[src/knapsack_max_value_table_defines.svh]
// Assertion macros for the knapsack value table.
`ifndef KNAPSACK_MAX_VALUE_TABLE_DEFINES_SVH
`define KNAPSACK_MAX_VALUE_TABLE_DEFINES_SVH

`ifndef SYNTHESIS
// Plain property, checked outside reset.
`define KMVT_ASSERT(lbl, clk, rst_n, prop) \
  lbl: assert property (@(posedge clk) disable iff (!rst_n) (prop)) \
    else $error("knapsack table assertion failed");
// Next-cycle implication, checked outside reset.
`define KMVT_ASSERT_NEXT(lbl, clk, rst_n, ante, cons) \
  lbl: assert property (@(posedge clk) disable iff (!rst_n) (ante) |=> (cons)) \
    else $error("knapsack table assertion failed");
`else
`define KMVT_ASSERT(lbl, clk, rst_n, prop)
`define KMVT_ASSERT_NEXT(lbl, clk, rst_n, ante, cons)
`endif

`endif

[src/kmvt_pkg.sv]
package kmvt_pkg;

  localparam int unsigned CostWidth   = 13;
  localparam int unsigned ItemWidth   = 16;
  localparam int unsigned ResultWidth = 32;
  localparam int unsigned BudgetWidth = 13;
  localparam logic [BudgetWidth-1:0] BudgetReset = 13'd4096;

  typedef enum logic [2:0] {
    ST_CLEAR,
    ST_IDLE,
    ST_WALK,
    ST_DRAIN,
    ST_RDTOP,
    ST_RESULT
  } kmvt_state_e;

  // sequencer to datapath controls
  typedef struct packed {
    logic clr_we;    // clearing pass writes zero
    logic walk;      // one update step issued this cycle
    logic rd_en;     // table read strobe
    logic res_load;  // move table read data into the output register
  } kmvt_ctrl_t;

endpackage

[src/kmvt_alu.sv]
module kmvt_alu #(
  parameter int unsigned AddrW = 13,
  parameter int unsigned DataW = 32
) (
  input  logic                            clk_i,
  input  logic                            rst_ni,
  input  logic                            walk_i,
  input  logic [AddrW-1:0]                addr_i,
  input  logic [kmvt_pkg::ItemWidth-1:0]  item_value_i,
  input  logic [DataW-1:0]                rd_cur_i,
  input  logic [DataW-1:0]                rd_prev_i,
  output logic                            wr_en_o,
  output logic [AddrW-1:0]                wr_addr_o,
  output logic [DataW-1:0]                wr_data_o
);

  logic             pipe_valid_q;
  logic [AddrW-1:0] pipe_addr_q;
  logic [DataW:0]   sum;
  logic [DataW-1:0] cand;

  always_ff @(posedge clk_i or negedge rst_ni) begin
    if (!rst_ni) begin
      pipe_valid_q <= 1'b0;
    end else begin
      pipe_valid_q <= walk_i;
    end
  end

  always_ff @(posedge clk_i) begin
    pipe_addr_q <= addr_i;
  end

  // saturating add, then keep the larger of the two
  assign sum  = {1'b0, rd_prev_i} + (DataW+1)'(item_value_i);
  assign cand = sum[DataW] ? {DataW{1'b1}} : sum[DataW-1:0];

  assign wr_en_o   = pipe_valid_q && (cand > rd_cur_i);
  assign wr_addr_o = pipe_addr_q;
  assign wr_data_o = cand;

endmodule

[config.mk]
export PLATFORM = sky130hd
export DESIGN_NAME = kmvt_alu
export DESIGN_NICKNAME = d
export VERILOG_FILES = /design/src/knapsack_max_value_table_defines.svh /design/src/kmvt_pkg.sv /design/src/kmvt_alu.sv
export SDC_FILE = /design/constraint.sdc
export NUM_CORES = 1
export LEC_CHECK = 0
export ABC_AREA = 1
export BUFFER_PORTS_ARGS = -buffer_cell sky130_fd_sc_hd__buf_2
export CORE_MARGIN = 2
export CORE_UTILIZATION = 51
export CTS_CLUSTER_DIAMETER = 50
export CTS_CLUSTER_SIZE = 24
export DETAILED_ROUTE_END_ITERATION = 12
export PLACE_DENSITY_LB_ADDON = 0.12
export SLEW_MARGIN = 0
export SYNTH_ARGS = -nofsm -noshare
export SYNTH_HDL_FRONTEND = slang
export SYNTH_SLANG_ARGS = --single-unit
[constraint.sdc]
create_clock -name clk_i -period 6.4 [get_ports clk_i]
set_input_delay 0 -clock clk_i [delete_from_list [all_inputs] [get_ports clk_i]]
set_output_delay 0 -clock clk_i [all_outputs]
set_load 0.1 [all_outputs]
# --- Word level (Yosys, flattened, before mapping) ---
# Cells that the tools add are included.
word_totals:
  wordCells: 6
  reg_bits: 14
op_classes:
  addsub: 1
  order_cmp: 1
  n_mux: 1
  n_reduce_logical: 1
op_table:
  columns: ["cell", "count"]
  rows:
  - ["$add A32 B16 Y33", 1]
  - ["$gt A32 B32 Y1", 1]
  - ["$mux W32", 1]
  - ["$logic_and A1 B1 Y1", 1]

# --- Longest topological paths before layout ---
# Gate-level depths: netlist of run 1.
depth:
  word_depth: 4
  mapped_depth: 23
  depth_no_buf: 22

# --- Worst setup path before layout of run 1 ---
# No wires, ideal clock.
synth_path:
  path_type: "input -> output"
  start: "input item_value_i[0] in the netlist's numbering"
  end: "output wr_en_o"
  path_buffers: 1
  arrival_ps: 4349
  path_stages: 21
  required_time_ps: 6400
  slack_ps: 2051
  cell_sequence: "ha_1 fa_1 nand2_1 nand2_1 and2_4 nand2_1 nand2_2 nand3_2 nand2_2 nand2_4 buf_6 nand2_1 ha_1 nand2_1 nor2_1 nand2_1 inv_1 nand2_1 nand2_1 nand2_1 a21oi_1"
synth_via:
  elab_chain_cells: 4
synth_lines:
  columns: ["item", "line_no", "text"]
  rows:
  - ["start, declared", "kmvt_alu.sv:9", "input logic [kmvt_pkg::ItemWidth-1:0] item_value_i,"]
  - ["$add A32 B16 Y33", "kmvt_alu.sv:35", "assign sum = {1'b0, rd_prev_i} + (DataW+1)'(item_value_i);"]
  - ["$mux W32", "kmvt_alu.sv:36", "assign cand = sum[DataW] ? {DataW{1'b1}} : sum[DataW-1:0];"]
  - ["via wr_data_o[15]", "kmvt_alu.sv:14", "output logic [DataW-1:0] wr_data_o"]
  - ["$gt A32 B32 Y1", "kmvt_alu.sv:38", "assign wr_en_o = pipe_valid_q && (cand > rd_cur_i);"]
  - ["$logic_and A1 B1 Y1", "kmvt_alu.sv:38", null]
  - ["end, declared", "kmvt_alu.sv:12", "output logic wr_en_o,"]
# The timed path passes the listed nets, and every way through them passes these cells.

# --- Final worst setup path of run 1 ---
layout_path:
  start: "input item_value_i[0] in the netlist's numbering"
  end: "output wr_en_o"
layout_via:
  elab_chain_cells: 4
layout_lines:
  columns: ["item", "line_no"]
  rows:
  - ["$add A32 B16 Y33", "kmvt_alu.sv:35"]
  - ["$mux W32", "kmvt_alu.sv:36"]
  - ["$gt A32 B32 Y1", "kmvt_alu.sv:38"]
  - ["$logic_and A1 B1 Y1", "kmvt_alu.sv:38"]
# No other way between the ends.

==> out/results.md, run 1 <==
## Synthesis
* synthesized instance count: 535
* YS warnings: 0
* Synth Register Bits: 14
* top post-synthesis cells by area: nand2_1 23%, ha_1 20%, inv_1 14%
* cell taking the most area after synthesis: nand2_1
* portion of synthesized cell area occupied by the leading cell type: 22.9%
* number of different library cells in the post-synthesis netlist: 30
* combined area of all synthesized cells: 0.00308 mm2
* Synth Net Count: 680
* post-synthesis sequential area ratio: 9.26%
* mean instance size in the synthesized netlist: 5.76 um2

## STA
* top achievable clock speed: 299 MHz
* setup TNS: 0 ps
* tightest slew margin relative to the limit: 66.5%
* RSZ-0062 raised after global routing: no
* final number of setup-violating endpoints: 0
* final hold violation count: 0
* Worst-Margin Slew: 506 ps
* number of max-slew violations in the final report: 0
* fraction of the cycle the final worst path needs: 52.2%
* post-layout minimum cycle time: 3340 ps

## Placement
* area post-placement: 0.00384 mm2
* final HPWL from detailed placement: 7670 um
* Port Buffer Count: 141
* cell total after placement: 748
* routability congestion estimate from global placement: 0.903

## Floorplanning
* floorplan core area: 0.00589 mm2
* initial standard-cell utilization of the core: 52.3%
* count of pins on the block boundary: 142
* overall die width: 81.7 um
* Die Y-Extent: 81.7 um
* row count: 28
* overall die area: 0.00667 mm2

## GRT
* largest net degree at the start of global routing: 31
* number of global-route vias before repair: 3481
* global routing usage summed across all routing layers: 27.6%
* global-route wire length before repair: 14600 um
* total overflow reported by the global router: 0
* initial antenna violation count: 0

## Clock tree
* master cell of the clock root buffer: clkbuf_8
* quantity of gates resized following cts: 0
* Clock Pin Slew Worst Setup and Hold Paths: 60 ps
* number of buffers added by the clock tree synthesis step: 3
* total number of clock tree sinks: 14
* depth of the CTS H-tree: 1
* CTS tree: done
* maximum clock path buffer count: 2

## Cells and area
* number of standard cells in the layout, taps in and fillers out: 767
* commonest cells after routing, fill and taps aside: 188 x nand2_1, 141 x buf_2, 116 x inv_1, 48 x ha_1, 35 x nor2_1
* Final Cell Area: 0.00405 mm2
* most common cell after layout, fill and taps aside: nand2_1
* layout overhead on the synthesized area: 31.5%
* ratio of cells with drive above 1 in the final layout: 26.4%
* diode insertion count for antenna repair: 0
* final layout net count: 838

## Power and ir drop
* IR Drop Worst-Case VDD: 0.281 mV
* leakage power: 2.66 nW
* sum of internal, switching and leakage power: 710 uW
* ratio of total power to cell area: 175 mW/mm2

## Critical path
* arrival time of data at the critical path endpoint: 3340 ps
* crit-path max FO: 30
* type of destination of the critical path: output pin
* startpoint type of the worst setup path: input port
* Req. time, crit path: 6400 ps
* start-to-end type of the worst setup path: input port to output pin

## Run
* count of max-cap constraint violations: 0

## Detailed routing
* vias post-DR: 3714
* aggregate routed wire length: 9110 um
* routed wire length per instance: 11.9 um
* DR vias/cell: 4.84
* DR iter-0 viols: 134
* antenna-violating nets left: 0
* 1st-pass router iterations: 6
* residual DRC count: 0

## Run status
* run status: finished, final reports clean

## Hold path
* class of the tightest hold or removal check: input port to asynchronous set/reset pin

-- metrics by stage --
stage               worst slack [ps]  hold WS, ps  util, %
floorplan                       2050         -296        -
global placement                3140         -225     65.3
detailed placement              3080         -225     65.3
CTS                             3070         62.4     68.8
global route                    2760          103     68.8
finish                          3060         85.7     68.8
-- synthesized netlist by cell type (all sizes together) --
cell	instances
fa	1
or2	5
nor3	10
a21oi	28
dfxtp	13
o21a	3
dfrtp	1
and2	2
nor2	36
o21ai	8
nand3	47
o21bai	1
ha	48
nand2	194
buf	3
inv	118
nand3b	2
nand4	6
nor4	1
xor2	8
-- repair_timing --
| action | in CTS | in global routing |
|---|---|---|
| setup buffers | 0 | 0 |
| hold buffers | 15 | 0 |
| hold endpoints to repair | 15 | 0 |
| endpoints found under the setup margin | 0 | 0 |
-- layout make-up --
type	count	area, um2
clock buffer	4	55.1
fill	549	1840
inverter	118	443
multi-input combinational	400	2320
sequential	14	285
tap	75	93.8
timing repair buffer	156	856
-- state kept, by name, summed over array words and instances (netlist names) --
name / flops
pipe_valid_q: 1
wr_addr_o: 13
-- kinds of logic (layout without fill, tap and decap cells) --
family | count (synthesis) | after routing | share of synthesized area (%)
AND/OR/NAND/NOR | 303 | 303 | 45.9
buffers and inverters | 121 | 278 | 15.5
adder cells (fa/ha/maj) | 49 | 49 | 20.2
AO/OA/AOI/OAI | 40 | 40 | 6.95
flip-flops | 14 | 14 | 9.26
XOR/XNOR | 8 | 8 | 2.28
-- per-layer routing --
layer	routed length [um]	vias to the layer above	global-route usage (%)
met5	0	-	0
met4	108	0	4.50
met3	596	12	3.85
met2	4460	132	52.7
met1	3940	1593	32.9
li1	-	1977	-
-- worst max-delay path, stage by stage --
cell,delay (ps)
buf_2,100
ha_1,210
fa_1,390
nand2_1,100
nand2_1,70
and2_4,150
nand2_1,70
nand2_2,70
nand3_2,60
nand2_2,90
nand2_4,360
nand3_2,140
ha_1,320
nand2_1,80
nor2_1,160
nand2_1,110
nor3_1,190
nand2_1,80
a21oi_1,130
buf_2,440
-- where the power goes --
| part | internal [mW] | switching, mW |
|---|---|---|
| Sequential | 0.0919 | 0.00110 |
| Clock | 0.0545 | 0.0324 |
| Combinational | 0.131 | 0.399 |
-- path summary, 6_finish.rpt --
kind	startpoint	endpoint	cells after the start	slack (ps)
max	item_value_i[0]	wr_en_o	20	3060
min	rst_ni	pipe_valid_q	2	90
min in group clk_i	addr_i[12]	wr_addr_o[12]	2	390
max in group asynchronous	rst_ni	pipe_valid_q	2	6230
No activity file was read; power rests on OpenSTA's default activity.
==> inputs of run 2 (changes only) <==
ABC_AREA = 0   (was 1)
CORE_UTILIZATION = 45   (was 51)
clock period = 3.1 ns   (was 6.4 ns; I/O delays follow)
==> out/results.md, run 2 <==
## Clock tree
* Clock Pin Slew Worst Setup and Hold Paths: 60 ps, about the same
* master cell of the clock root buffer: clkbuf_8
* maximum clock path buffer count: 2, unchanged
* number of buffers added by the clock tree synthesis step: 3, unchanged
* depth of the CTS H-tree: 1, unchanged
* CTS tree: done
* total number of clock tree sinks: 14, unchanged

## Power and ir drop
* IR Drop Worst-Case VDD: 0.563 mV, +100%
* sum of internal, switching and leakage power: 1.76 mW, +150%
* leakage power: 2.51 nW, -5.9%
* ratio of total power to cell area: 368 mW/mm2, +110%

## Synthesis
* number of enable-type register cells in the synthesized netlist: 0, unchanged
* post-synthesis sequential area ratio: 11.5%, +2.2 points
* combined area of all synthesized cells: 0.00248 mm2, -19%
* synthesized instance count: 335, -37%
* number of different library cells in the post-synthesis netlist: 51, +70%
* top post-synthesis cells by area: ha_1 24%, dfxtp_1 10%, inv_1 6.1%
* mean instance size in the synthesized netlist: 7.41 um2, +29%
* Synth Register Bits: 14, unchanged
* Synth Net Count: 480, -29%
* top-count cell post-synth: ha_1
* fraction of registers with async set or reset after synthesis: 7.14%, unchanged
* portion of synthesized cell area occupied by the leading cell type: 24.2%, +1.3 points
* most frequent cells after synthesis: 48 x ha_1, 40 x inv_1, 29 x a21oi_1, 29 x nand2_1, 18 x a21o_1
* cell taking the most area after synthesis: ha_1
* most instantiated flip-flop cell in the synthesis netlist: dfxtp_1
* YS warnings: 0, unchanged

## Floorplanning
* row count: 27, -3.6%
* initial standard-cell utilization of the core: 45.9%, -6.4 points
* count of pins on the block boundary: 142, unchanged
* overall die area: 0.00612 mm2, -8.3%
* overall die width: 78.3 um, -4.2%
* Die Y-Extent: 78.3 um, -4.2%
* floorplan core area: 0.00541 mm2, -8.2%

## STA
* Worst-Margin Slew: 517 ps, +11.0 ps
* final number of setup-violating endpoints: 1, +1
* fraction of the cycle the final worst path needs: 118%
* number of max-slew violations in the final report: 0, unchanged
* setup TNS: -567 ps, -567 ps
* worst setup slack after layout: -567 ps, -3630 ps
* final hold violation count: 0, unchanged
* tightest slew margin relative to the limit: 65.7%, -0.73 points
* final worst hold slack: 74.7 ps, -11.0 ps
* top achievable clock speed: 273 MHz
* RSZ-0062 raised after global routing: yes
* post-layout minimum cycle time: 3670 ps

## GRT
* global-route wire length before repair: 19500 um, +33%
* initial antenna violation count: 0, unchanged
* number of global-route vias before repair: 4049, +16%
* total overflow reported by the global router: 0, unchanged
* global routing usage summed across all routing layers: 40.4%, +13 points
* largest net degree at the start of global routing: 12, -61%

## Critical path
* arrival time of data at the critical path endpoint: 3670 ps, +330 ps
* Req. time, crit path: 3100 ps, -3300 ps
* type of destination of the critical path: output pin
* master of the slowest instance on the critical path: or4_4
* start-to-end type of the worst setup path: input port to output pin
* startpoint type of the worst setup path: input port
* delay contributed by the slowest stage of the critical path: 420 ps, -20 ps
* CP Cell Sequence: buf_2, ha_4, nand2_2, or3_4, or3b_4, a211o_1, a21oi_2, mux2i_4, ha_4, nand4_1, or2_4, nor2_4, nand2_2, or4_4, o211a_4, buf_12
* kind of cell adding the most delay to the critical path: simple AND/OR/NAND/NOR gates
* crit-path max FO: 3, -90%
* number of buffers and inverters on the critical path: 2, unchanged

## Cells and area
* commonest cells after routing, fill and taps aside: 138 x buf_2, 113 x buf_4, 40 x inv_1, 39 x ha_1, 25 x a21oi_1
* combined area of the multi-input logic cells: 0.00244 mm2, +5.2%
* layout overhead on the synthesized area: 92.2%
* layout filler cell count: 258, -53%
* final layout net count: 748, -11%
* footprint of the flip-flops and latches: 285 um2, unchanged
* most common cell after layout, fill and taps aside: buf_2
* diode insertion count for antenna repair: 0, unchanged
* fin util: 88.2%, +19 points
* ratio of cells with drive above 1 in the final layout: 52.8%, +26 points
* max FFs per register: 13, unchanged

## Placement
* Port Buffer Count: 141, unchanged
* routability congestion estimate from global placement: 0.954, +5.7%
* final HPWL from detailed placement: 8260 um, +7.7%

## Detailed routing
* vias post-DR: 3940, +6.1%
* DR vias/cell: 5.85, +21%
* residual DRC count: 0, unchanged
* routed wire length per instance: 18.6 um, +57%
* aggregate routed wire length: 12500 um, +38%
* 1st-pass router iterations: 5, -1
* antenna-violating nets left: 0, unchanged
* DR iter-0 viols: 239, +78%

## Run status
* violations in the final reports: setup timing
* run status: finished with violations

## Run
* count of max-cap constraint violations: 0, unchanged

## Hold path
* class of the tightest hold or removal check: input port to asynchronous set/reset pin

run 2: cell type report:
type	instances	area share, %
flip-flops and latches	14	5.98
multi-input cells	274	51.1
inverters	40	3.15
well taps	72	1.89
repair buffers	270	36.7
clock buffers	4	1.15
run 2: repair_timing:
action / in CTS / in global routing
hold buffers: 15 / 0
endpoints found under the hold margin: 15 / 0
buffers inserted: 3 / 3
pin swaps: 9 / 9
resized for setup: 21 / 8
setup endpoints to repair: 1 / 1
run 2: worst max-delay path by stage:
| stage | start | to | slack, ps | cells after the start |
|---|---|---|---|---|
| after floorplan | rd_prev_i[7] | wr_en_o | -720 | 15 |
| after global placement | item_value_i[0] | wr_en_o | -740 | 18 |
| after detailed placement | item_value_i[0] | wr_en_o | -870 | 18 |
| after CTS | item_value_i[10] | wr_en_o | -500 | 16 |
| after global routing | rd_prev_i[11] | wr_en_o | -640 | 16 |
| final | item_value_i[10] | wr_en_o | -570 | 16 |
run 2: logic make-up after synthesis:
logic type / share of synthesized area (%)
XOR/XNOR: 2.82
flip-flops: 11.5
multiplexers: 2.07
adder cells (fa/ha/maj): 25.0
buffers and inverters: 7.41
AO/OA/AOI/OAI: 27.3
AND/OR/NAND/NOR: 23.9
run 2: per-layer routing:
metal	global-route usage (%)	part of all wire [%]	up-vias
met2	70.4	47	314
met1	45.4	37	1768
met3	8.62	9.9	83
met5	0	0	-
li1	-	-	1775
met4	23.0	6.0	0
run 2: stage by stage:
stage / instance area [um2] / worst slack, ps / instances
after global routing: 4770 / -644 / 674
after detailed placement: 4380 / -866 / 649
final: 4770 / -567 / 674
after CTS: 4700 / -504 / 671
after global placement: 4380 / -739 / 649
after floorplan: 2810 / -716 / 335
run 2: power by group:
group	internal [mW]	switching, mW	total, mW
combinational	0.468	0.905	1.37
sequential	0.190	0.00365	0.194
clock	0.113	0.0754	0.189
