## config.mk

```make
export PLATFORM = sky130hd
export DESIGN_NAME = kmvt_ctrl
export DESIGN_NICKNAME = d
export VERILOG_FILES = /design/src/knapsack_max_value_table_defines.svh /design/src/kmvt_pkg.sv /design/src/kmvt_ctrl.sv
export SDC_FILE = /design/constraint.sdc
export NUM_CORES = 1
export LEC_CHECK = 0
export ABC_AREA = 1
export BUFFER_PORTS_ARGS = -buffer_cell sky130_fd_sc_hd__buf_2
export CAP_MARGIN = 20
export CORE_ASPECT_RATIO = 1.2
export CORE_MARGIN = 5
export CORE_UTILIZATION = 29
export DETAILED_ROUTE_END_ITERATION = 12
export PLACE_DENSITY = 0.6
export SLEW_MARGIN = 20
export SYNTH_ARGS = -nofsm -noshare
export SYNTH_HDL_FRONTEND = slang
export SYNTH_SLANG_ARGS = --single-unit
```

## constraint.sdc

```tcl
create_clock -name clk_i -period 3.84 [get_ports clk_i]
set_clock_uncertainty 0.2 [all_clocks]
set_input_delay 0.768 -clock clk_i [delete_from_list [all_inputs] [get_ports clk_i]]
set_output_delay 0.768 -clock clk_i [all_outputs]
set_load 0.005 [all_outputs]
```

## src/knapsack_max_value_table_defines.svh

```systemverilog
// Assertion macros for the knapsack value table.
`ifndef KNAPSACK_MAX_VALUE_TABLE_DEFINES_SVH
`define KNAPSACK_MAX_VALUE_TABLE_DEFINES_SVH

`ifndef SYNTHESIS
// Plain property, checked outside reset.
`define KMVT_ASSERT(lbl, clk, rst_n, prop) \
  lbl: assert property (@(posedge clk) disable iff (!rst_n) (prop)) \
    else $error("knapsack table assertion failed");
// Next-cycle implication, checked outside reset.
`define KMVT_ASSERT_NEXT(lbl, clk, rst_n, ante, cons) \
  lbl: assert property (@(posedge clk) disable iff (!rst_n) (ante) |=> (cons)) \
    else $error("knapsack table assertion failed");
`else
`define KMVT_ASSERT(lbl, clk, rst_n, prop)
`define KMVT_ASSERT_NEXT(lbl, clk, rst_n, ante, cons)
`endif

`endif

```

## src/kmvt_pkg.sv

```systemverilog
package kmvt_pkg;

  localparam int unsigned CostWidth   = 13;
  localparam int unsigned ItemWidth   = 16;
  localparam int unsigned ResultWidth = 32;
  localparam int unsigned BudgetWidth = 13;
  localparam logic [BudgetWidth-1:0] BudgetReset = 13'd4096;

  typedef enum logic [2:0] {
    ST_CLEAR,
    ST_IDLE,
    ST_WALK,
    ST_DRAIN,
    ST_RDTOP,
    ST_RESULT
  } kmvt_state_e;

  // sequencer to datapath controls
  typedef struct packed {
    logic clr_we;    // clearing pass writes zero
    logic walk;      // one update step issued this cycle
    logic rd_en;     // table read strobe
    logic res_load;  // move table read data into the output register
  } kmvt_ctrl_t;

endpackage

```

## src/kmvt_ctrl.sv

```systemverilog
module kmvt_ctrl #(
  parameter int unsigned MaxBudget = 4096,
  parameter int unsigned AddrW     = 13
) (
  input  logic                              clk_i,
  input  logic                              rst_ni,
  input  logic [kmvt_pkg::BudgetWidth-1:0]  budget_i,
  input  logic                              item_valid_i,
  output logic                              item_ready_o,
  input  logic [kmvt_pkg::CostWidth-1:0]    item_cost_i,
  input  logic [kmvt_pkg::ItemWidth-1:0]    item_value_i,
  input  logic                              last_item_i,
  input  logic                              out_free_i,
  output kmvt_pkg::kmvt_ctrl_t              ctrl_o,
  output logic [AddrW-1:0]                  rd_addr_a_o,
  output logic [AddrW-1:0]                  rd_addr_b_o,
  output logic [AddrW-1:0]                  clr_addr_o,
  output logic [kmvt_pkg::ItemWidth-1:0]    item_value_o
);

  localparam logic [AddrW-1:0] TopAddr = AddrW'(MaxBudget);

  kmvt_pkg::kmvt_state_e state_q, state_d;
  logic [AddrW-1:0] j_q, j_d;
  logic [AddrW-1:0] clr_q, clr_d;
  logic [AddrW-1:0] cost_q;
  logic [AddrW-1:0] top_q;
  logic [kmvt_pkg::ItemWidth-1:0] val_q;
  logic last_q;
  logic [AddrW-1:0] top_w;
  logic fits;
  logic accept;

  // budget clamps to the table size
  assign top_w  = (32'(budget_i) > 32'(MaxBudget)) ? TopAddr : AddrW'(budget_i);
  assign fits   = 32'(item_cost_i) <= 32'(top_w);
  assign accept = item_valid_i && item_ready_o;

  always_comb begin
    state_d = state_q;
    unique case (state_q)
      kmvt_pkg::ST_CLEAR: begin
        if (clr_q == TopAddr) begin
          state_d = kmvt_pkg::ST_IDLE;
        end
      end
      kmvt_pkg::ST_IDLE: begin
        if (accept) begin
          state_d = fits ? kmvt_pkg::ST_WALK : kmvt_pkg::ST_DRAIN;
        end
      end
      kmvt_pkg::ST_WALK: begin
        if (j_q == cost_q) begin
          state_d = kmvt_pkg::ST_DRAIN;
        end
      end
      kmvt_pkg::ST_DRAIN: begin
        state_d = last_q ? kmvt_pkg::ST_RDTOP : kmvt_pkg::ST_IDLE;
      end
      kmvt_pkg::ST_RDTOP: begin
        state_d = kmvt_pkg::ST_RESULT;
      end
      kmvt_pkg::ST_RESULT: begin
        if (out_free_i) begin
          state_d = kmvt_pkg::ST_CLEAR;
        end
      end
      default: state_d = kmvt_pkg::ST_CLEAR;
    endcase
  end

  always_comb begin
    j_d   = j_q;
    clr_d = clr_q;
    unique case (state_q)
      kmvt_pkg::ST_CLEAR:  clr_d = clr_q + 1'b1;
      kmvt_pkg::ST_IDLE:   j_d   = top_w;
      kmvt_pkg::ST_WALK:   j_d   = j_q - 1'b1;
      kmvt_pkg::ST_RESULT: clr_d = '0;
      default: ;
    endcase
  end

  always_comb begin
    ctrl_o          = '0;
    ctrl_o.clr_we   = (state_q == kmvt_pkg::ST_CLEAR);
    ctrl_o.walk     = (state_q == kmvt_pkg::ST_WALK);
    ctrl_o.rd_en    = (state_q == kmvt_pkg::ST_WALK) || (state_q == kmvt_pkg::ST_RDTOP);
    ctrl_o.res_load = (state_q == kmvt_pkg::ST_RESULT) && out_free_i;
    item_ready_o    = (state_q == kmvt_pkg::ST_IDLE);
  end

  always_ff @(posedge clk_i or negedge rst_ni) begin
    if (!rst_ni) begin
      state_q <= kmvt_pkg::ST_CLEAR;
      j_q     <= '0;
      clr_q   <= '0;
    end else begin
      state_q <= state_d;
      j_q     <= j_d;
      clr_q   <= clr_d;
    end
  end

  always_ff @(posedge clk_i) begin
    if (accept) begin
      cost_q <= AddrW'(item_cost_i);
      val_q  <= item_value_i;
      last_q <= last_item_i;
      top_q  <= top_w;
    end
  end

  assign rd_addr_a_o  = ctrl_o.walk ? j_q : top_q;
  assign rd_addr_b_o  = j_q - cost_q;
  assign clr_addr_o   = clr_q;
  assign item_value_o = val_q;

endmodule

```

== Yosys cells after proc, flatten, opt, wreduce, memory -nomap -nowiden ==
Cells that the tools add are included.
Cells by class
  add/subtract/negate cells: 3
  order comparisons: 2
  equality and inequality tests: 11
  mux-type cells: 11
  reductions and logical operators: 7
Operators with widths (count)
  13-bit one-hot mux with 2 select lines: 2
  13-bit 2-to-1 mux: 2
  3-bit one-hot mux with 6 select lines: 1
  3-bit 2-to-1 mux: 5
  13-bit by 1-bit adder with 13-bit output (second input constant): 1
  13-bit == test: 1
  13-bit == test (second input constant): 1
  13-bit greater-than comparator (second input constant): 1
  13-bit less-or-equal comparator: 1
  13-bit by 1-bit subtractor with 13-bit output (second input constant): 1
  13-bit subtractor: 1
  3-bit by 2-bit == test with 1-bit output (second input constant): 2
  3-bit == test (second input constant): 2
  2-bit by 1-bit != test with 1-bit output (second input constant): 3
  4-bit AND reduction: 1
  2-bit nonzero test: 2
  3-bit by 1-bit == test with 1-bit output (second input constant): 1
  3-bit zero test: 1
  1-bit logical AND: 2
  2-bit != test (second input constant): 1
  1-bit logical OR: 1
  1-bit 2-to-1 mux: 1
Storage, ports and cells
  bits in registers: 72
  word-level logic and storage cells: 41

== Longest topological paths before layout ==
Gate-level depths: netlist (run 1).
  depth in word-level cells: 6
  mapped depth: 18

== Worst setup path before layout (run 1) ==
Ideal clock, no wire load.
  path type: register -> register
  start point: register state_q[1]
  end point: register cost_q[0], enable pin
  library setup time: 0.443 ns
  arrival time: 2.667 ns
  data required time: 3.197 ns
  path slack: 0.530 ns
  cell stages (with the launch flop): 5
  period minus slack after synthesis: 3.310 ns
  cell sequence: dfrtp_1 -> nor3_2 -> inv_2 -> buf_2 -> nor2_1
Between the ends
  word-level cells in the longest chain between the ends: 2
RTL lines
  start, declared: RTL line kmvt_ctrl.sv:23  | kmvt_pkg::kmvt_state_e state_q, state_d;
  start signal, assigned: RTL line kmvt_ctrl.sv:95  | state_q <= kmvt_pkg::ST_CLEAR;
  start signal, assigned: RTL line kmvt_ctrl.sv:99  | state_q <= state_d;
  3-bit by 1-bit == test with 1-bit output: RTL line kmvt_ctrl.sv:90  | item_ready_o = (state_q == kmvt_pkg::ST_IDLE);
  1-bit logical AND: RTL line kmvt_ctrl.sv:37  | assign accept = item_valid_i && item_ready_o;
  net accept: RTL line kmvt_ctrl.sv:32  | logic accept;
  end signal, assigned: RTL line kmvt_ctrl.sv:107  | cost_q <= AddrW'(item_cost_i);
  end, declared: RTL line kmvt_ctrl.sv:26  | logic [AddrW-1:0] cost_q;
The timed path passes the listed nets, and every way through them passes these cells.
A chain may end at the register's enable or synchronous reset.

== Worst setup path after layout (run 1) ==
  start point: register j_q[0]
  end point: output port rd_addr_b_o[10]
Between the ends
  word-level cells in the longest chain between the ends: 1
RTL lines
  start, declared: RTL line kmvt_ctrl.sv:24  | logic [AddrW-1:0] j_q, j_d;
  start signal, assigned: RTL line kmvt_ctrl.sv:100  | j_q <= j_d;
  13-bit subtractor: RTL line kmvt_ctrl.sv:115  | assign rd_addr_b_o = j_q - cost_q;
  end, declared: RTL line kmvt_ctrl.sv:16  | output logic [AddrW-1:0] rd_addr_b_o,
Every way passes these cells.

==> results of run 1 <==
[cell type report]
cell class	count	area, µm²	area share [%]
Clock buffer	9	225	4.15
Clock inverter	7	53.8	0.992
Inverter	97	369	6.80
Multi-Input combinational cell	349	1940	35.8
Sequential cell	72	2020	37.2
Tap cell	204	255	4.70
Timing Repair Buffer	110	561	10.3
[synthesized netlist by cell type (3+ instances only)]
master and number:
a21oi_1 16, nor3_2 3, xor2_1 10, nand2_1 131, nand4_1 14, o21ai_0 14
o21ai_1 17, buf_2 3, ha_1 28, dfrtp_1 29, o211ai_1 4, nor3_1 11
inv_2 10, a31oi_1 3, nor2_1 41, buf_4 5, o221ai_1 3, edfxtp_1 43
nand3_1 29, inv_1 86
[logic make-up after synthesis]
logic type                 after synthesis
buffers and inverters                  106
DFF                                     72
adders and majority gates               29
AOI/OAI and AO/OA                       66
xor gates and xnor gates                12
and+or+nand+nor                        242
[state kept, by name (all words and copies together), names as in the netlist]
name and flops:
item_value_o 16, clr_addr_o 13, cost_q 13, j_q 13, top_q 13, state_q 3, last_q 1
[power by group]
| part | total (W) | switching, W | internal, W |
|---|---|---|---|
| logic | 0.0000899 | 0.0000531 | 0.0000368 |
| clock network | 0.000778 | 0.000335 | 0.000443 |
| registers | 0.000823 | 0.000000690 | 0.000822 |
[how the worst max path moves through the flow]
| stage | to | slack [ns] | cells after the start |
|---|---|---|---|
| 2_1_floorplan | cost_q[0] | 0.53 | 4 |
| 3_3_place_gp | state_q[0] | 0.46 | 16 |
| 3_5_place_dp | state_q[0] | 0.42 | 16 |
| 4_1_cts | rd_addr_b_o[12] | 0.45 | 12 |
| 5_1_grt | rd_addr_b_o[10] | 0.31 | 12 |
| 6_report | rd_addr_b_o[10] | 0.46 | 12 |
[through the flow]
stage	total power [W]	cell area, µm²	std cells	hold slack [ns]
floorplan	0.000881	4380	527	0.272
finish	0.00169	5430	848	0.276
global route	0.00175	5430	848	0.340
global placement	0.000929	5150	832	0.315
CTS	0.00171	5430	848	0.303
detailed placement	0.000929	5150	832	0.313
[per-layer routing]
layer	wire length [µm]	share of wire [%]	GRT usage, %	vias to the layer above
met1	5080	44	16.7	1698
met5	0	0	0	-
met3	448	3.9	1.92	12
met4	232	2.0	4.48	0
met2	5720	50	23.3	90
li1	-	-	-	1955
==> impl_results.md, run 1 <==
* Power Density at 312 nW/µm²
* Die Wd at 122 µm
* Final core occ at 36.4%
* CP Launch Type: flop
* Synth Area in Simple Gates at 24.6%
* CTS Buffer Depth at 2
* Final Hold Fails at 0
* Dominant cells by area after synthesis: edfxtp_1 (29%), dfrtp_1 (17%), nand2_1 (11%)
* Commonest cells after routing, fill and taps aside: nand2_1 (131), buf_2 (106), inv_1 (86), edfxtp_1 (43), nor2_1 (40)
* Clock transition at the registers of the reported paths at 0.06 ns
* Ys async rst share at 40.3%
* Register-to-Register Path Depth at 6
* Max VDD drop at 0.194 mV
* Mux contribution to synthesized area at 0%
* Syn_nets at 603
* Pin count of the biggest net entering global routing at 30
* Root Buffer: clkbuf_16
* Routed wire per std cell at 13.5 µm
* Pins over their slew limit at 0
* Max-cap violations at 0
* Post-Synth Adder-Cell Area at 8.46%
* Biggest area consumer among synthesized cells: edfxtp_1
* Critical Path Fanout Max at 3
* Critical path's most frequent cell: nand2_1
* Post-Synth XOR/XNOR Area at 2.40%
* Mapped Cells at 527
* Die area at 17700 µm²
* Crit path max-delay family: adder cells
* R2r endpoint: top_q[0]
* Leakage power total at 2.71 nW
* Htree depth at 3
* Reg2Reg Setup Slack at 1.43 ns
* Net count reported at finish at 715
* Via density at 4.43
* Slew HR at 53.9%
* Worst hold path type: in2async
* CP max stage delay at 0.40 ns
* Fin crit period at 3.38 ns
* Grt ovf at 0
* Netlist cell types at 38
* DRT iter0 DRCs at 158
* Pre-CTS setup slack at 0.421 ns
* Slowest-stage cell, CP: fa_1
* Dpl hpwl at 9280 µm
* RD Place Congestion at 0.822
* Post-synthesis compound-gate area fraction at 8.74%
* Vias in the first global route at 3774
* Share of the synthesized area in the top cell type at 29.5%
* # rows at 49
* Status: complete, no violations
* CP bufs+invs at 3
* DRC at 0
* Fmax at 296 MHz
* Post-synth EDFFs at 43
* Yosys warns at 0
* Setup slack after layout at 0.464 ns
* CTS tree: built
* Sum Neg Setup Slack at 0 ns
* Clk Latency, worst-skew pair at 0.33 ns
* Drt pass-1 iters at 5
* Postcts setup bufs at 0
* Syn-to-layout area delta at 23.9%
* Starting density of the core at 29.4%
* Hold Buf Count CTS at 0
* Type of the worst setup path: reg2out
* # setup viols final at 0
* Vias post-DR at 3755
* Register area share after synthesis at 46.1%
* Total global-route track usage at 13.2%
* Diode count at 0
* Reg-to-reg startpoint: state_q[0]
* First-pass GRT wire length at 18400 µm
* WP data required at 2.87 ns
* Remaining antenna violation count after routing at 0
* Syn Area/Cell at 8.31 µm²
* Final Cycle Share at 87.9%
* Synth Register Bits at 72
* Port Buf Inserts at 106
* Commonest non-fill, non-tap cell in the layout: nand2_1
* Worst path cell trace: inv_1, ha_1, fa_1, nand3b_1, nand2_1, inv_1, o21ai_2, nand2_1, nand2_1, nand2_1, nand2_1, buf_2
* Sink Count at 72
* Crit path from: j_q[0]
* Post-CTS Resized at 0
* RSZ-0062 raised after global routing: false
* IO Count at 107
* Worst-margin pin slew at 0.689 ns
* Layout cells sized above 1 at 23.3%
* Final wirelength at 11500 µm
* CORE AREA at 14900 µm²
* Die Y at 145 µm
* CTS Buf Count at 9
* Fill cells at 1561
* Most common flop cell mapped by yosys: edfxtp_1
* Crit. End Element: primary output
* Synthesized area at 4380 µm²
* Largest family of logic cells by synthesized area: simple AND/OR/NAND/NOR gates
* Antenna violations before repair at 0
* WP data arrival at 2.41 ns
Power figures use the tool's default switching activity.
==> run 2, diff against run 1 <==
==> constraint.sdc (replaced) <==
create_clock -name clk_i -period 4.27 [get_ports clk_i]
set_clock_uncertainty 0.2 [all_clocks]
set_input_delay 0.854 -clock clk_i [delete_from_list [all_inputs] [get_ports clk_i]]
set_output_delay 0.854 -clock clk_i [all_outputs]
set_load 0.005 [all_outputs]
==> run 2 against run 1 <==
  * Via count down 0.67%
  * Sequential power down 10%
  * Core utilization down 0.050 points
  * Final cell count down 0.24%
  * Die area unchanged
  * Combinational power down 10%
  * Design area down 0.14%
  * Wire length up 0.95%
  * Critical path depth unchanged
  * Global-route usage up 0.19 points
  * Worst setup slack better by 0.35 ns
  * Largest power group unchanged
==> impl_results.md, run 2 (synthesized netlist as in run 1, its figures left out) <==
* Status: complete, no violations
* Total global-route track usage at 13.4% (+0.19 points)
* Placed inst area at 5130 µm² (-0.29%)
* Via density at 4.41 (-0.43%)
* Design Area, Final at 5420 µm² (-0.14%)
* Htree depth at 3 (unchanged)
* Final Hold Fails at 0 (unchanged)
* Die Wd at 122 µm (unchanged)
* Fin crit period at 3.45 ns
* Final Cycle Share at 80.8%
* Post-CTS Resized at 0 (unchanged)
* Pin count of the biggest net entering global routing at 37 (+23%)
* Syn-to-layout area delta at 23.7%
* Power Density at 285 nW/µm² (-8.6%)
* Starting density of the core at 29.4% (unchanged)
* Fill cells at 1558 (-0.19%)
* Worst-margin pin slew at 0.824 ns (+0.135 ns)
* WP data required at 3.22 ns (+0.35 ns)
* DRC at 0 (unchanged)
* CTS Buf Count at 9 (unchanged)
* CTS tree: built
* Port Buf Inserts at 106 (unchanged)
* Remaining antenna violation count after routing at 0 (unchanged)
* CORE AREA at 14900 µm² (unchanged)
* # placed instances at 830 (-0.24%)
* Leakage power total at 2.71 nW (-0.19%)
* Type of the worst setup path: reg2out
* Commonest non-fill, non-tap cell in the layout: nand2_1
* Largest register FFs at 16 (unchanged)
* Antenna violations before repair at 0 (unchanged)
* Drt pass-1 iters at 4 (-1)
* Reg-to-reg startpoint: state_q[0]
* RSZ-0062 raised after global routing: false
* Vias post-DR at 3730 (-0.67%)
* Root Buffer: clkbuf_16
* Clock transition at the registers of the reported paths at 0.07 ns (about the same)
* Dpl hpwl at 9310 µm (+0.37%)
* Max VDD drop at 0.160 mV (-17%)
* Routed wire per std cell at 13.7 µm (+1.2%)
* Postcts setup bufs at 0 (unchanged)
* Sink Count at 72 (unchanged)
* Clk Latency, worst-skew pair at 0.34 ns (about the same)
* Hold Buf Count CTS at 0 (unchanged)
* WP data arrival at 2.40 ns (about the same)
* FF+latch area at 2020 µm² (unchanged)
* Max-cap violations at 0 (unchanged)
* Critical Path Fanout Max at 3 (unchanged)
* Net count reported at finish at 713 (-0.28%)
* Final wirelength at 11600 µm (+0.95%)
* IO Count at 107 (unchanged)
* Final core occ at 36.4% (-0.050 points)
* Vias in the first global route at 3740 (-0.90%)
* Die Y at 145 µm (unchanged)
* HP Start: clr_addr_o[4]
* Multi-input combinational cell area at 1940 µm² (unchanged)
* Sum Neg Setup Slack at 0 ns (unchanged)
* RD Place Congestion at 0.836 (+1.7%)
* Crit path from: j_q[0]
* CP Launch Type: flop
* Worst hold path type: reg2reg
* First-pass GRT wire length at 18500 µm (+0.49%)
* Die area at 17700 µm² (unchanged)
* Diode count at 0 (unchanged)
* CTS Buffer Depth at 2 (unchanged)
* Final non-filler cell total at 846 (-0.24%)
* Pins over their slew limit at 0 (unchanged)
* # setup viols final at 0 (unchanged)
* Crit. End Element: primary output
* Grt ovf at 0 (unchanged)
* DRT iter0 DRCs at 180 (+14%)
* Layout cells sized above 1 at 23.2% (-0.083 points)
* Commonest cells after routing, fill and taps aside: nand2_1 (131), buf_2 (106), inv_1 (86), edfxtp_1 (43), nor2_1 (40)
* # rows at 49 (unchanged)
* Fmax at 290 MHz
* Slew HR at 44.9% (-9.0 points)
## run 2: cell count changes in the layout (fill, tap and decap cells not counted)
cell and change:
buf_4 -2, clkinv_1 -1, inv_8 +1
## run 2: path summary, 6_finish.rpt
| kind | endpoint | slack [ns] | cells past startpoint |
|---|---|---|---|
| min in group asynchronous | clr_addr_o[9] | 0.36 | 1 |
| min reg2reg | clr_addr_o[5] | 0.31 | 1 |
| max in group asynchronous | state_q[0] | 3.02 | 1 |
| min | clr_addr_o[5] | 0.31 | 1 |
| max | rd_addr_b_o[12] | 0.82 | 12 |
| max reg2reg | item_value_o[0] | 1.72 | 6 |
## run 2: routing by layer
metal / share of wire (%) / vias to the layer above / track usage, %
met5: 0 / - / 0
met1: 44 / 1710 / 16.5
li1: - / 1945 / -
met4: 1.8 / 0 / 5.37
met2: 51 / 66 / 23.2
met3: 3.1 / 9 / 2.54
## run 2: final cells by class
class / instances / area share [%]
Clock buffer: 9 / 4.16
Inverter: 97 / 6.81
Timing Repair Buffer: 108 / 10.1
Multi-Input combinational cell: 349 / 35.9
Clock inverter: 7 / 1.13
Sequential cell: 72 / 37.2
Tap cell: 204 / 4.71
## run 2: critical path, cell delays in order, from the launching register on
cell and delay, ns:
dfrtp_1 0.38, inv_1 0.09, ha_1 0.24, fa_1 0.40, nand3b_1 0.17, nand2_1 0.14, inv_1 0.06, o21ai_2 0.18
nand2_1 0.09, nand2_1 0.06, nand2_1 0.04, nand2_1 0.08, buf_2 0.11
## run 2: through the flow
stage,hold WS (ns),total power [W],setup slack (ns)
3_5_place_dp,0.307,0.000836,0.784
2_1_floorplan,0.290,0.000792,0.911
6_report,0.313,0.00154,0.818
3_3_place_gp,0.316,0.000835,0.842
4_1_cts,0.316,0.00156,0.768
5_1_grt,0.338,0.00161,0.589
## run 2: where the power goes
group | total (W) | internal [W] | switching (W)
combinational | 0.0000806 | 0.0000331 | 0.0000476
sequential | 0.000740 | 0.000739 | 0.000000543
clock | 0.000723 | 0.000404 | 0.000319
